==> src/rtl/core/tgb_pkg.sv <==
`timescale 1ns / 1ps

package tgb_pkg;

   localparam int GLYPH_ROWS   = 7;
   localparam int GLYPH_COLS   = 5;
   localparam int GLYPH_DOTS   = GLYPH_ROWS * GLYPH_COLS;
   localparam int ADVANCE_DOTS = 6;
   localparam int LINE_DOTS    = 8;
   localparam int SCALE_BITS   = 5;
   localparam int COLOR_BITS   = 32;
   localparam int OUT_COORD_BITS = 16;

   localparam logic [7:0] NEWLINE_CODE = 8'd10;

   localparam int CSR_INDEX_BITS = 2;
   localparam int CSR_DATA_BITS  = 32;

   localparam logic [CSR_INDEX_BITS-1:0] REG_ORIGIN_X    = 2'd0;
   localparam logic [CSR_INDEX_BITS-1:0] REG_ORIGIN_Y    = 2'd1;
   localparam logic [CSR_INDEX_BITS-1:0] REG_GLYPH_SCALE = 2'd2;
   localparam logic [CSR_INDEX_BITS-1:0] REG_DRAW_COLOR  = 2'd3;

   typedef logic [GLYPH_DOTS-1:0] dot_mask_type;
   typedef logic [0:GLYPH_ROWS-1][GLYPH_COLS-1:0] glyph_rows_type;

   typedef struct packed {
      logic [7:0] text_byte;
      logic       start_of_text;
   } req_type;

   typedef struct packed {
      logic signed [OUT_COORD_BITS-1:0] square_x;
      logic signed [OUT_COORD_BITS-1:0] square_y;
      logic [SCALE_BITS-1:0]            square_side;
      logic [COLOR_BITS-1:0]            fill_color;
      logic                             last_of_glyph;
   } rsp_type;

   function automatic glyph_rows_type font_rows(input logic [7:0] ch);
      glyph_rows_type rows;
      case (ch)
         8'h41: rows = {5'h0E, 5'h11, 5'h11, 5'h1F, 5'h11, 5'h11, 5'h11};
         8'h42: rows = {5'h1E, 5'h11, 5'h11, 5'h1E, 5'h11, 5'h11, 5'h1E};
         8'h43: rows = {5'h0E, 5'h11, 5'h10, 5'h10, 5'h10, 5'h11, 5'h0E};
         8'h44: rows = {5'h1E, 5'h11, 5'h11, 5'h11, 5'h11, 5'h11, 5'h1E};
         8'h45: rows = {5'h1F, 5'h10, 5'h10, 5'h1E, 5'h10, 5'h10, 5'h1F};
         8'h46: rows = {5'h1F, 5'h10, 5'h10, 5'h1E, 5'h10, 5'h10, 5'h10};
         8'h47: rows = {5'h0E, 5'h11, 5'h10, 5'h17, 5'h11, 5'h11, 5'h0E};
         8'h48: rows = {5'h11, 5'h11, 5'h11, 5'h1F, 5'h11, 5'h11, 5'h11};
         8'h49: rows = {5'h0E, 5'h04, 5'h04, 5'h04, 5'h04, 5'h04, 5'h0E};
         8'h4A: rows = {5'h01, 5'h01, 5'h01, 5'h01, 5'h11, 5'h11, 5'h0E};
         8'h4B: rows = {5'h11, 5'h12, 5'h14, 5'h18, 5'h14, 5'h12, 5'h11};
         8'h4C: rows = {5'h10, 5'h10, 5'h10, 5'h10, 5'h10, 5'h10, 5'h1F};
         8'h4D: rows = {5'h11, 5'h1B, 5'h15, 5'h15, 5'h11, 5'h11, 5'h11};
         8'h4E: rows = {5'h11, 5'h19, 5'h15, 5'h13, 5'h11, 5'h11, 5'h11};
         8'h4F: rows = {5'h0E, 5'h11, 5'h11, 5'h11, 5'h11, 5'h11, 5'h0E};
         8'h50: rows = {5'h1E, 5'h11, 5'h11, 5'h1E, 5'h10, 5'h10, 5'h10};
         8'h51: rows = {5'h0E, 5'h11, 5'h11, 5'h11, 5'h15, 5'h12, 5'h0D};
         8'h52: rows = {5'h1E, 5'h11, 5'h11, 5'h1E, 5'h14, 5'h12, 5'h11};
         8'h53: rows = {5'h0F, 5'h10, 5'h10, 5'h0E, 5'h01, 5'h01, 5'h1E};
         8'h54: rows = {5'h1F, 5'h04, 5'h04, 5'h04, 5'h04, 5'h04, 5'h04};
         8'h55: rows = {5'h11, 5'h11, 5'h11, 5'h11, 5'h11, 5'h11, 5'h0E};
         8'h56: rows = {5'h11, 5'h11, 5'h11, 5'h11, 5'h11, 5'h0A, 5'h04};
         8'h57: rows = {5'h11, 5'h11, 5'h11, 5'h15, 5'h15, 5'h15, 5'h0A};
         8'h58: rows = {5'h11, 5'h11, 5'h0A, 5'h04, 5'h0A, 5'h11, 5'h11};
         8'h59: rows = {5'h11, 5'h11, 5'h0A, 5'h04, 5'h04, 5'h04, 5'h04};
         8'h5A: rows = {5'h1F, 5'h01, 5'h02, 5'h04, 5'h08, 5'h10, 5'h1F};
         8'h30: rows = {5'h0E, 5'h11, 5'h13, 5'h15, 5'h19, 5'h11, 5'h0E};
         8'h31: rows = {5'h04, 5'h0C, 5'h04, 5'h04, 5'h04, 5'h04, 5'h0E};
         8'h32: rows = {5'h0E, 5'h11, 5'h01, 5'h02, 5'h04, 5'h08, 5'h1F};
         8'h33: rows = {5'h1E, 5'h01, 5'h01, 5'h0E, 5'h01, 5'h01, 5'h1E};
         8'h34: rows = {5'h02, 5'h06, 5'h0A, 5'h12, 5'h1F, 5'h02, 5'h02};
         8'h35: rows = {5'h1F, 5'h10, 5'h10, 5'h1E, 5'h01, 5'h01, 5'h1E};
         8'h36: rows = {5'h0E, 5'h10, 5'h10, 5'h1E, 5'h11, 5'h11, 5'h0E};
         8'h37: rows = {5'h1F, 5'h01, 5'h02, 5'h04, 5'h08, 5'h08, 5'h08};
         8'h38: rows = {5'h0E, 5'h11, 5'h11, 5'h0E, 5'h11, 5'h11, 5'h0E};
         8'h39: rows = {5'h0E, 5'h11, 5'h11, 5'h0F, 5'h01, 5'h01, 5'h0E};
         8'h3A: rows = {5'h00, 5'h04, 5'h04, 5'h00, 5'h04, 5'h04, 5'h00};
         8'h2D: rows = {5'h00, 5'h00, 5'h00, 5'h1F, 5'h00, 5'h00, 5'h00};
         8'h2E: rows = {5'h00, 5'h00, 5'h00, 5'h00, 5'h00, 5'h04, 5'h04};
         default: rows = '0;
      endcase
      return rows;
   endfunction

   // bit r*5+c set when dot (r, c) is lit; lowest bit is drawn first
   function automatic dot_mask_type glyph_mask(input logic [7:0] text_byte);
      logic [7:0]     ch;
      glyph_rows_type rows;
      dot_mask_type   m;
      ch = text_byte;
      if (ch inside {[8'h61:8'h7A]}) begin
         ch = ch - 8'h20;
      end
      rows = font_rows(ch);
      for (int r = 0; r < GLYPH_ROWS; r++) begin
         for (int c = 0; c < GLYPH_COLS; c++) begin
            m[r*GLYPH_COLS+c] = rows[r][GLYPH_COLS-1-c];
         end
      end
      return m;
   endfunction

endpackage

==> src/rtl/core/tgb_front.sv <==
`timescale 1ns / 1ps

module tgb_front #(
   parameter int COORD_BITS = 16,
   parameter int MAX_SCALE  = 16,
   parameter int ENTRY_W    = tgb_pkg::GLYPH_DOTS + 2 * COORD_BITS
                              + tgb_pkg::SCALE_BITS + tgb_pkg::COLOR_BITS
) (
   input  logic                                clock,
   input  logic                                reset,
   input  logic                                req_push,
   output logic                                req_full,
   input  tgb_pkg::req_type                    req_data,
   input  logic                                csr_write,
   input  logic [tgb_pkg::CSR_INDEX_BITS-1:0]  csr_index,
   input  logic [tgb_pkg::CSR_DATA_BITS-1:0]   csr_data,
   output logic                                q_push,
   output logic [ENTRY_W-1:0]                  q_data,
   input  logic                                q_full
);

   localparam int WIDE = (COORD_BITS > tgb_pkg::OUT_COORD_BITS ?
                          COORD_BITS : tgb_pkg::OUT_COORD_BITS) + 2;
   localparam logic signed [WIDE-1:0] CMAX =
      WIDE'((64'sd1 <<< (COORD_BITS - 1)) - 64'sd1);
   localparam logic signed [WIDE-1:0] CMIN = -CMAX - WIDE'(1);

   logic signed [15:0]               origin_x_ff;
   logic signed [15:0]               origin_y_ff;
   logic [tgb_pkg::SCALE_BITS-1:0]   scale_ff;
   logic [tgb_pkg::COLOR_BITS-1:0]   color_ff;
   logic signed [COORD_BITS-1:0]     cursor_col_ff, cursor_col_in;
   logic signed [COORD_BITS-1:0]     cursor_row_ff, cursor_row_in;

   logic                             accept;
   logic                             is_newline;
   logic [tgb_pkg::SCALE_BITS-1:0]   eff_scale;
   logic [7:0]                       advance;
   logic [7:0]                       line_step;
   logic signed [COORD_BITS-1:0]     org_col, org_row;
   logic signed [COORD_BITS-1:0]     cur_col, cur_row;
   tgb_pkg::dot_mask_type            mask;

   function automatic logic signed [COORD_BITS-1:0] sat(input logic signed [WIDE-1:0] v);
      logic signed [WIDE-1:0] r;
      if (v > CMAX) begin
         r = CMAX;
      end else if (v < CMIN) begin
         r = CMIN;
      end else begin
         r = v;
      end
      return r[COORD_BITS-1:0];
   endfunction

   always_ff @(posedge clock) begin
      if (reset) begin
         origin_x_ff <= '0;
         origin_y_ff <= '0;
         scale_ff    <= tgb_pkg::SCALE_BITS'(1);
         color_ff    <= '0;
      end else if (csr_write) begin
         case (csr_index)
            tgb_pkg::REG_ORIGIN_X:    origin_x_ff <= csr_data[15:0];
            tgb_pkg::REG_ORIGIN_Y:    origin_y_ff <= csr_data[15:0];
            tgb_pkg::REG_GLYPH_SCALE: scale_ff    <= csr_data[tgb_pkg::SCALE_BITS-1:0];
            tgb_pkg::REG_DRAW_COLOR:  color_ff    <= csr_data[tgb_pkg::COLOR_BITS-1:0];
            default: ;
         endcase
      end
   end

   always_comb begin
      if (scale_ff == '0) begin
         eff_scale = tgb_pkg::SCALE_BITS'(1);
      end else if (7'(scale_ff) > 7'(MAX_SCALE)) begin
         eff_scale = tgb_pkg::SCALE_BITS'(MAX_SCALE);
      end else begin
         eff_scale = scale_ff;
      end
   end

   assign advance   = 8'(eff_scale) * 8'(tgb_pkg::ADVANCE_DOTS);
   assign line_step = 8'(eff_scale) * 8'(tgb_pkg::LINE_DOTS);

   assign org_col = sat(WIDE'(origin_x_ff));
   assign org_row = sat(WIDE'(origin_y_ff));
   assign cur_col = req_data.start_of_text ? org_col : cursor_col_ff;
   assign cur_row = req_data.start_of_text ? org_row : cursor_row_ff;

   assign is_newline = (req_data.text_byte == tgb_pkg::NEWLINE_CODE);
   assign mask       = tgb_pkg::glyph_mask(req_data.text_byte);

   always_comb begin
      if (is_newline) begin
         cursor_col_in = org_col;
         cursor_row_in = sat(WIDE'(cur_row) + WIDE'(line_step));
      end else begin
         cursor_col_in = sat(WIDE'(cur_col) + WIDE'(advance));
         cursor_row_in = cur_row;
      end
   end

   assign req_full = q_full;
   assign accept   = req_push && !q_full;

   always_ff @(posedge clock) begin
      if (reset) begin
         cursor_col_ff <= '0;
         cursor_row_ff <= '0;
      end else if (accept) begin
         cursor_col_ff <= cursor_col_in;
         cursor_row_ff <= cursor_row_in;
      end
   end

   // blank glyphs and newlines only move the cursor
   assign q_push = accept && !is_newline && (mask != '0);
   assign q_data = {mask, cur_col, cur_row, eff_scale, color_ff};

endmodule

==> src/rtl/core/tgb_queue.sv <==
`timescale 1ns / 1ps

module tgb_queue #(
   parameter int WIDTH = 8,
   parameter int DEPTH = 2
) (
   input  logic             clock,
   input  logic             reset,
   input  logic             push,
   input  logic [WIDTH-1:0] push_data,
   output logic             full,
   input  logic             pop,
   output logic [WIDTH-1:0] pop_data,
   output logic             empty
);

   localparam int PTR_BITS = (DEPTH > 1) ? $clog2(DEPTH) : 1;
   localparam int CNT_BITS = $clog2(DEPTH + 1);

   logic [WIDTH-1:0]    store_ff [DEPTH];
   logic [PTR_BITS-1:0] wr_ptr_ff, wr_ptr_in;
   logic [PTR_BITS-1:0] rd_ptr_ff, rd_ptr_in;
   logic [CNT_BITS-1:0] count_ff, count_in;
   logic                do_push, do_pop;

   assign full     = (count_ff == CNT_BITS'(DEPTH));
   assign empty    = (count_ff == '0);
   assign do_push  = push && !full;
   assign do_pop   = pop && !empty;
   assign pop_data = store_ff[rd_ptr_ff];

   assign wr_ptr_in = (wr_ptr_ff == PTR_BITS'(DEPTH - 1)) ? '0 : wr_ptr_ff + 1'b1;
   assign rd_ptr_in = (rd_ptr_ff == PTR_BITS'(DEPTH - 1)) ? '0 : rd_ptr_ff + 1'b1;

   always_comb begin
      count_in = count_ff;
      if (do_push && !do_pop) begin
         count_in = count_ff + 1'b1;
      end else if (do_pop && !do_push) begin
         count_in = count_ff - 1'b1;
      end
   end

   always_ff @(posedge clock) begin
      if (reset) begin
         wr_ptr_ff <= '0;
         rd_ptr_ff <= '0;
         count_ff  <= '0;
      end else begin
         count_ff <= count_in;
         if (do_push) begin
            wr_ptr_ff <= wr_ptr_in;
         end
         if (do_pop) begin
            rd_ptr_ff <= rd_ptr_in;
         end
      end
   end

   always_ff @(posedge clock) begin
      if (do_push) begin
         store_ff[wr_ptr_ff] <= push_data;
      end
   end

endmodule

==> src/rtl/core/tgb_back.sv <==
`timescale 1ns / 1ps

module tgb_back #(
   parameter int COORD_BITS = 16,
   parameter int ENTRY_W    = tgb_pkg::GLYPH_DOTS + 2 * COORD_BITS
                              + tgb_pkg::SCALE_BITS + tgb_pkg::COLOR_BITS
) (
   input  logic               clock,
   input  logic               reset,
   input  logic [ENTRY_W-1:0] q_data,
   input  logic               q_empty,
   output logic               q_pop,
   output logic               rsp_empty,
   input  logic               rsp_pop,
   output tgb_pkg::rsp_type   rsp_data
);

   localparam int WIDE = (COORD_BITS > tgb_pkg::OUT_COORD_BITS ?
                          COORD_BITS : tgb_pkg::OUT_COORD_BITS) + 2;
   localparam logic signed [WIDE-1:0] CMAX =
      WIDE'((64'sd1 <<< (COORD_BITS - 1)) - 64'sd1);
   localparam logic signed [WIDE-1:0] CMIN = -CMAX - WIDE'(1);

   localparam int COLOR_LO = 0;
   localparam int SCALE_LO = COLOR_LO + tgb_pkg::COLOR_BITS;
   localparam int ROW_LO   = SCALE_LO + tgb_pkg::SCALE_BITS;
   localparam int COL_LO   = ROW_LO + COORD_BITS;
   localparam int MASK_LO  = COL_LO + COORD_BITS;

   tgb_pkg::dot_mask_type            mask_ff, mask_in;
   logic signed [COORD_BITS-1:0]     col_ff;
   logic signed [COORD_BITS-1:0]     row_ff;
   logic [tgb_pkg::SCALE_BITS-1:0]   scale_ff;
   logic [tgb_pkg::COLOR_BITS-1:0]   color_ff;
   logic                             out_valid_ff, out_valid_in;
   tgb_pkg::rsp_type                 out_word_ff, out_word_in;

   tgb_pkg::dot_mask_type            low_bit;
   tgb_pkg::dot_mask_type            rest_mask;
   logic [2:0]                       dot_row, dot_col;
   logic [7:0]                       x_off, y_off;
   logic signed [COORD_BITS-1:0]     x_sat, y_sat;
   logic signed [WIDE-1:0]           x_wide, y_wide;
   logic                             busy, out_ready, emit, load;

   function automatic logic signed [COORD_BITS-1:0] sat(input logic signed [WIDE-1:0] v);
      logic signed [WIDE-1:0] r;
      if (v > CMAX) begin
         r = CMAX;
      end else if (v < CMIN) begin
         r = CMIN;
      end else begin
         r = v;
      end
      return r[COORD_BITS-1:0];
   endfunction

   assign busy      = (mask_ff != '0);
   assign out_ready = !out_valid_ff || rsp_pop;
   assign emit      = busy && out_ready;
   assign low_bit   = mask_ff & (~mask_ff + 1'b1);
   assign rest_mask = mask_ff & ~low_bit;
   assign load      = !q_empty && (!busy || (emit && rest_mask == '0));
   assign q_pop     = load;

   always_comb begin
      dot_row = '0;
      dot_col = '0;
      for (int k = 0; k < tgb_pkg::GLYPH_DOTS; k++) begin
         if (low_bit[k]) begin
            dot_row = 3'(k / tgb_pkg::GLYPH_COLS);
            dot_col = 3'(k % tgb_pkg::GLYPH_COLS);
         end
      end
   end

   assign x_off  = 8'(dot_col) * 8'(scale_ff);
   assign y_off  = 8'(dot_row) * 8'(scale_ff);
   assign x_sat  = sat(WIDE'(col_ff) + WIDE'(x_off));
   assign y_sat  = sat(WIDE'(row_ff) + WIDE'(y_off));
   assign x_wide = WIDE'(x_sat);
   assign y_wide = WIDE'(y_sat);

   always_comb begin
      out_word_in.square_x      = x_wide[tgb_pkg::OUT_COORD_BITS-1:0];
      out_word_in.square_y      = y_wide[tgb_pkg::OUT_COORD_BITS-1:0];
      out_word_in.square_side   = scale_ff;
      out_word_in.fill_color    = color_ff;
      out_word_in.last_of_glyph = (rest_mask == '0);
   end

   always_comb begin
      mask_in = mask_ff;
      if (load) begin
         mask_in = q_data[MASK_LO +: tgb_pkg::GLYPH_DOTS];
      end else if (emit) begin
         mask_in = rest_mask;
      end
   end

   assign out_valid_in = emit || (out_valid_ff && !rsp_pop);

   always_ff @(posedge clock) begin
      if (reset) begin
         mask_ff      <= '0;
         out_valid_ff <= 1'b0;
      end else begin
         mask_ff      <= mask_in;
         out_valid_ff <= out_valid_in;
      end
   end

   always_ff @(posedge clock) begin
      if (load) begin
         col_ff   <= q_data[COL_LO +: COORD_BITS];
         row_ff   <= q_data[ROW_LO +: COORD_BITS];
         scale_ff <= q_data[SCALE_LO +: tgb_pkg::SCALE_BITS];
         color_ff <= q_data[COLOR_LO +: tgb_pkg::COLOR_BITS];
      end
      if (emit) begin
         out_word_ff <= out_word_in;
      end
   end

   assign rsp_empty = !out_valid_ff;
   assign rsp_data  = out_word_ff;

endmodule

==> src/rtl/core/text_glyph_blitter_5x7_unit.sv <==
`timescale 1ns / 1ps
// 5x7 text glyph blitter.
// Request queue: push a word {text_byte, start_of_text} while req_full is low.
// Result queue: while rsp_empty is low, rsp_data holds one square fill command
// {square_x, square_y, square_side, fill_color, last_of_glyph}; pop takes it.
// CSR port: csr_write with csr_index 0..3 sets origin_x, origin_y, glyph_scale,
// draw_color; write only while no text is in flight.
// One request word per cycle is taken while req_full is low; the front updates
// the cursor in that cycle and queues lit glyphs. Unless the result stalls, the
// back emits one square per cycle; a glyph with n lit dots yields n squares
// (2 to 20 with this font). Newline and blank glyphs only move the cursor. An
// idle block's first square passes glyph queue, back mask, output register.
// A stalled result side fills the output register, the back's glyph mask and
// the two-entry glyph queue, then raises req_full; nothing is dropped.
// Reset clears the cursor and queues and sets origin 0, scale 1, color 0.
module text_glyph_blitter_5x7_unit #(
   parameter int COORD_BITS = 16,
   parameter int MAX_SCALE  = 16
) (
   input  logic                                clock,
   input  logic                                reset,
   input  logic                                req_push,
   output logic                                req_full,
   input  tgb_pkg::req_type                    req_data,
   output logic                                rsp_empty,
   input  logic                                rsp_pop,
   output tgb_pkg::rsp_type                    rsp_data,
   input  logic                                csr_write,
   input  logic [tgb_pkg::CSR_INDEX_BITS-1:0]  csr_index,
   input  logic [tgb_pkg::CSR_DATA_BITS-1:0]   csr_data
);

   localparam int ENTRY_W = tgb_pkg::GLYPH_DOTS + 2 * COORD_BITS
                            + tgb_pkg::SCALE_BITS + tgb_pkg::COLOR_BITS;

   logic               q_push, q_full, q_pop, q_empty;
   logic [ENTRY_W-1:0] q_in_data, q_out_data;

   tgb_front #(
      .COORD_BITS (COORD_BITS),
      .MAX_SCALE  (MAX_SCALE),
      .ENTRY_W    (ENTRY_W)
   ) u_front (
      .clock     (clock),
      .reset     (reset),
      .req_push  (req_push),
      .req_full  (req_full),
      .req_data  (req_data),
      .csr_write (csr_write),
      .csr_index (csr_index),
      .csr_data  (csr_data),
      .q_push    (q_push),
      .q_data    (q_in_data),
      .q_full    (q_full)
   );

   tgb_queue #(
      .WIDTH (ENTRY_W),
      .DEPTH (2)
   ) u_queue (
      .clock     (clock),
      .reset     (reset),
      .push      (q_push),
      .push_data (q_in_data),
      .full      (q_full),
      .pop       (q_pop),
      .pop_data  (q_out_data),
      .empty     (q_empty)
   );

   tgb_back #(
      .COORD_BITS (COORD_BITS),
      .ENTRY_W    (ENTRY_W)
   ) u_back (
      .clock     (clock),
      .reset     (reset),
      .q_data    (q_out_data),
      .q_empty   (q_empty),
      .q_pop     (q_pop),
      .rsp_empty (rsp_empty),
      .rsp_pop   (rsp_pop),
      .rsp_data  (rsp_data)
   );

endmodule
==> config.mk <==
export PLATFORM = sky130hd
export DESIGN_NAME = text_glyph_blitter_5x7_unit
export DESIGN_NICKNAME = d
export VERILOG_FILES = /design/src/rtl/core/tgb_pkg.sv /design/src/rtl/core/tgb_front.sv /design/src/rtl/core/tgb_queue.sv /design/src/rtl/core/tgb_back.sv /design/src/rtl/core/text_glyph_blitter_5x7_unit.sv
export SDC_FILE = /design/constraint.sdc
export NUM_CORES = 1
export LEC_CHECK = 0
export ABC_AREA = 0
export BUFFER_PORTS_ARGS = -buffer_cell sky130_fd_sc_hd__clkbuf_2
export CORE_ASPECT_RATIO = 2
export CORE_UTILIZATION = 40
export DETAILED_ROUTE_END_ITERATION = 6
export PLACE_DENSITY = 0.58
export SLEW_MARGIN = 30
export SYNTH_ARGS = -nofsm -noshare
export SYNTH_HDL_FRONTEND = slang
export SYNTH_HIERARCHICAL = 1
export SYNTH_MEMORY_MAX_BITS = 65536
export SYNTH_SLANG_ARGS = --single-unit
==> constraint.sdc <==
create_clock -name clock -period 7.3 [get_ports clock]
set_input_delay 1.095 -clock clock [delete_from_list [all_inputs] [get_ports clock]]
set_output_delay 1.095 -clock clock [all_outputs]
set_load 0.1 [all_outputs]
==> impl_metrics.tcl <==
set metrics [dict create \
    cts.path.max_buffers 3 \
    antenna_found_initial 0 \
    layout_commonest_cell "edfxtp_1" \
    min_period_ns 6.34 \
    path_clk_slew_ns 0.07 \
    ant_nets 0 \
    tightest_slew_ns 0.958 \
    place.gp.congestion 0.999 \
    synth_flop_cell "edfxtp_1" \
    path_max_fanout 12 \
    core_area_mm2 0.0597 \
    grt_use_total_pct 22.6 \
    ys_seq_elements 489 \
    critPathLaunchType "flop" \
    critPathTopFamily "simple AND/OR/NAND/NOR gates" \
    synth.distinct_cells 95 \
    period_share_pct 86.9 \
    crit_buf_inv 4 \
    final_cells 3028 \
    endpoint_kind "flop" \
    utilization_pct 45.2 \
    cap_violations 0 \
    final_cell_mix "347 x edfxtp_1, 239 x nand2_1, 173 x a21oi_1" \
    numCtsBuffers 45 \
    grt_max_degree 73 \
    path_cells "or4_4 > or4_4 > or2_1 > o32ai_1 > nand2_1 > fa_1 > inv_1 > ha_1 > inv_1 > fa_1 > inv_1 > a21o_1 > a21oi_1 > xnor2_1 > ha_1 > inv_1 > o31a_1 > nor3_1 > o31a_1 > o21ai_0" \
    drive_above_1_share_pct 19.3 \
    hp-class "flop to flop" \
    finalWorstSetupSlack_ns 0.956 \
    critical_path_class "flop to flop" \
    cts_root_buf "clkbuf_16" \
    clock_latency_ns 0.58 \
    grt_pass1_wl_mm 105 \
    rows 127 \
    start_util_pct 40.4 \
    slowest_stage "o32ai_1" \
    holdBufCountCts 0 \
    num-nets-final 2336 \
    num_io_pins 120 \
    wl_per_cell_um 23.0 \
    numPlacedInstances 2945 \
    status "finished, final reports clean" \
    yosys_warnings 6 \
    setup-tns-final_ns 0 \
    slew_violations 0 \
    setup_viol 0 \
    dr.pass1.iters 7 \
    diodes 0 \
    ys_seq_area_share_pct 54.9 \
    drc 0 \
    wirelength_mm 69.6 \
    synthArstFlopShare_pct 0 \
    vias_per_cell 5.70 \
    drt_iter0_markers 997 \
    die-area_mm2 0.0614 \
    required_ns 7.60 \
    syn_nets 2248 \
    max_freq_mhz 158 \
    finalHoldViolCount 0 \
    areaGrowthSynthToFinish_pct 11.8 \
    grt.overflow.total 0 \
    port_buffers 119 \
    cpPeakStageDelay_ns 0.67 \
    clock_skew_ns 0.0254 \
    syn_inst 2130 \
    relSlewSlack_pct 36.1 \
    clock-sinks 489 \
    cp.arrival_ns 6.65 \
    vias 17300 \
    die_h_um 350 \
    htreeDepth 2 \
    rsz0062_at_grt "false" \
    synth.avg_cell_area_um2 11.3 \
    first_global_vias 17700 \
    tritoncts "done" \
    cp_common_cell "inv_1" \
    pre_cts_slack_ns 0.988 \
    cts.repair.resized 0 \
    dp_hpwl_mm 50.7 \
    cts_setup_buffers 0 \
    chipWidth_um 176 \
    synth_edf_count 347 \
    syn_area_mm2 0.0242 \
]
-- cell usage after synthesis (16+ instances only) --
cell type | instances | share of area [%]
a211oi_1 | 20 | 0.62
a21o_1 | 23 | 0.71
a21oi_1 | 173 | 3.6
a31oi_1 | 22 | 0.57
clkbuf_1 | 80 | 1.2
dfxtp_1 | 142 | 12
edfxtp_1 | 347 | 43
ha_1 | 57 | 3.0
inv_1 | 78 | 1.2
mux2_2 | 72 | 3.4
mux2_4 | 61 | 3.8
nand2_1 | 239 | 3.7
nand2b_1 | 16 | 0.41
nand3_1 | 65 | 1.3
nor2_1 | 130 | 2.0
nor2b_1 | 26 | 0.67
nor3_1 | 43 | 0.89
o211ai_1 | 18 | 0.56
o21ai_0 | 91 | 1.9
o21ai_2 | 23 | 0.83
or3_1 | 17 | 0.44
xnor2_1 | 28 | 1.0
xor2_1 | 20 | 0.73
-- worst register-to-register path, stage by stage, from the launching register on --
cell,delay (ns)
dfxtp_1,0.40
or4_4,0.59
or4_4,0.55
or2_1,0.32
o32ai_1,0.68
nand2_1,0.15
fa_1,0.45
inv_1,0.07
ha_1,0.16
inv_1,0.06
fa_1,0.40
inv_1,0.07
a21o_1,0.11
a21oi_1,0.07
xnor2_1,0.14
ha_1,0.33
inv_1,0.08
o31a_1,0.31
nor3_1,0.54
o31a_1,0.45
o21ai_0,0.16
-- state kept, by name, indices dropped and copies added, names as in the netlist, named ones only --
signal and flops:
u_queue/rd_ptr_ff 1, u_queue/store_ff 208, u_back/color_ff 32, u_back/rsp_data 70, u_queue/count_ff 2, u_back/scale_ff 5, u_front/origin_y_ff 16, u_front/origin_x_ff 16
u_front/scale_ff 5, u_back/col_ff 16, u_back/out_valid_ff 1, u_front/color_ff 32, u_queue/wr_ptr_ff 1, u_back/row_ff 16, u_back/mask_ff 35, u_front/cursor_row_ff 16
u_front/cursor_col_ff 16
-- per-layer routing --
metal	share of wire, %	vias to the layer above	track usage (%)
met4	6.1	0	13.1
met3	3.6	162	2.41
met5	0	-	0
li1	-	8061	-
met1	35	8509	22.5
met2	55	534	44.4
-- kinds of logic after synthesis --
logic type      synth area share [%]
fa+ha+maj                       4.07
xor+xnor                        1.74
mux                             7.83
flops                           54.9
simple gates                    12.3
compound gates                  15.3
buf+inv                         3.76
-- layout make-up --
| type | count | area [um2] |
|---|---|---|
| inverter | 78 | 299 |
| tap | 774 | 968 |
| multi-input combinational | 1440 | 10000 |
| sequential | 489 | 13300 |
| clock buffer | 64 | 1240 |
| clock inverter | 19 | 245 |
| fill | 5622 | 32700 |
| timing repair buffer | 164 | 977 |
-- path summary, 6_finish.rpt --
check                           start  cells after the start  slack, ns             endpoint
hold / removal    u_back/color_ff[22]                      0       0.42  u_back/rsp_data[23]
setup reg to reg   u_back/mask_ff[10]                     20       0.96  u_back/rsp_data[47]
hold reg to reg   u_back/color_ff[22]                      0       0.42  u_back/rsp_data[23]
setup / recovery   u_back/mask_ff[10]                     20       0.96  u_back/rsp_data[47]
-- stage by stage --
stage | area, um2 | hold WS [ns]
after global routing | 27000 | 0.427
after floorplan | 24200 | 0.400
after CTS | 27000 | 0.425
final | 27000 | 0.421
after detailed placement | 25500 | 0.406
after global placement | 25500 | 0.404
Power is not shown: default switching activity piles up to over one toggle a cycle in this logic, so the estimate is an artifact.
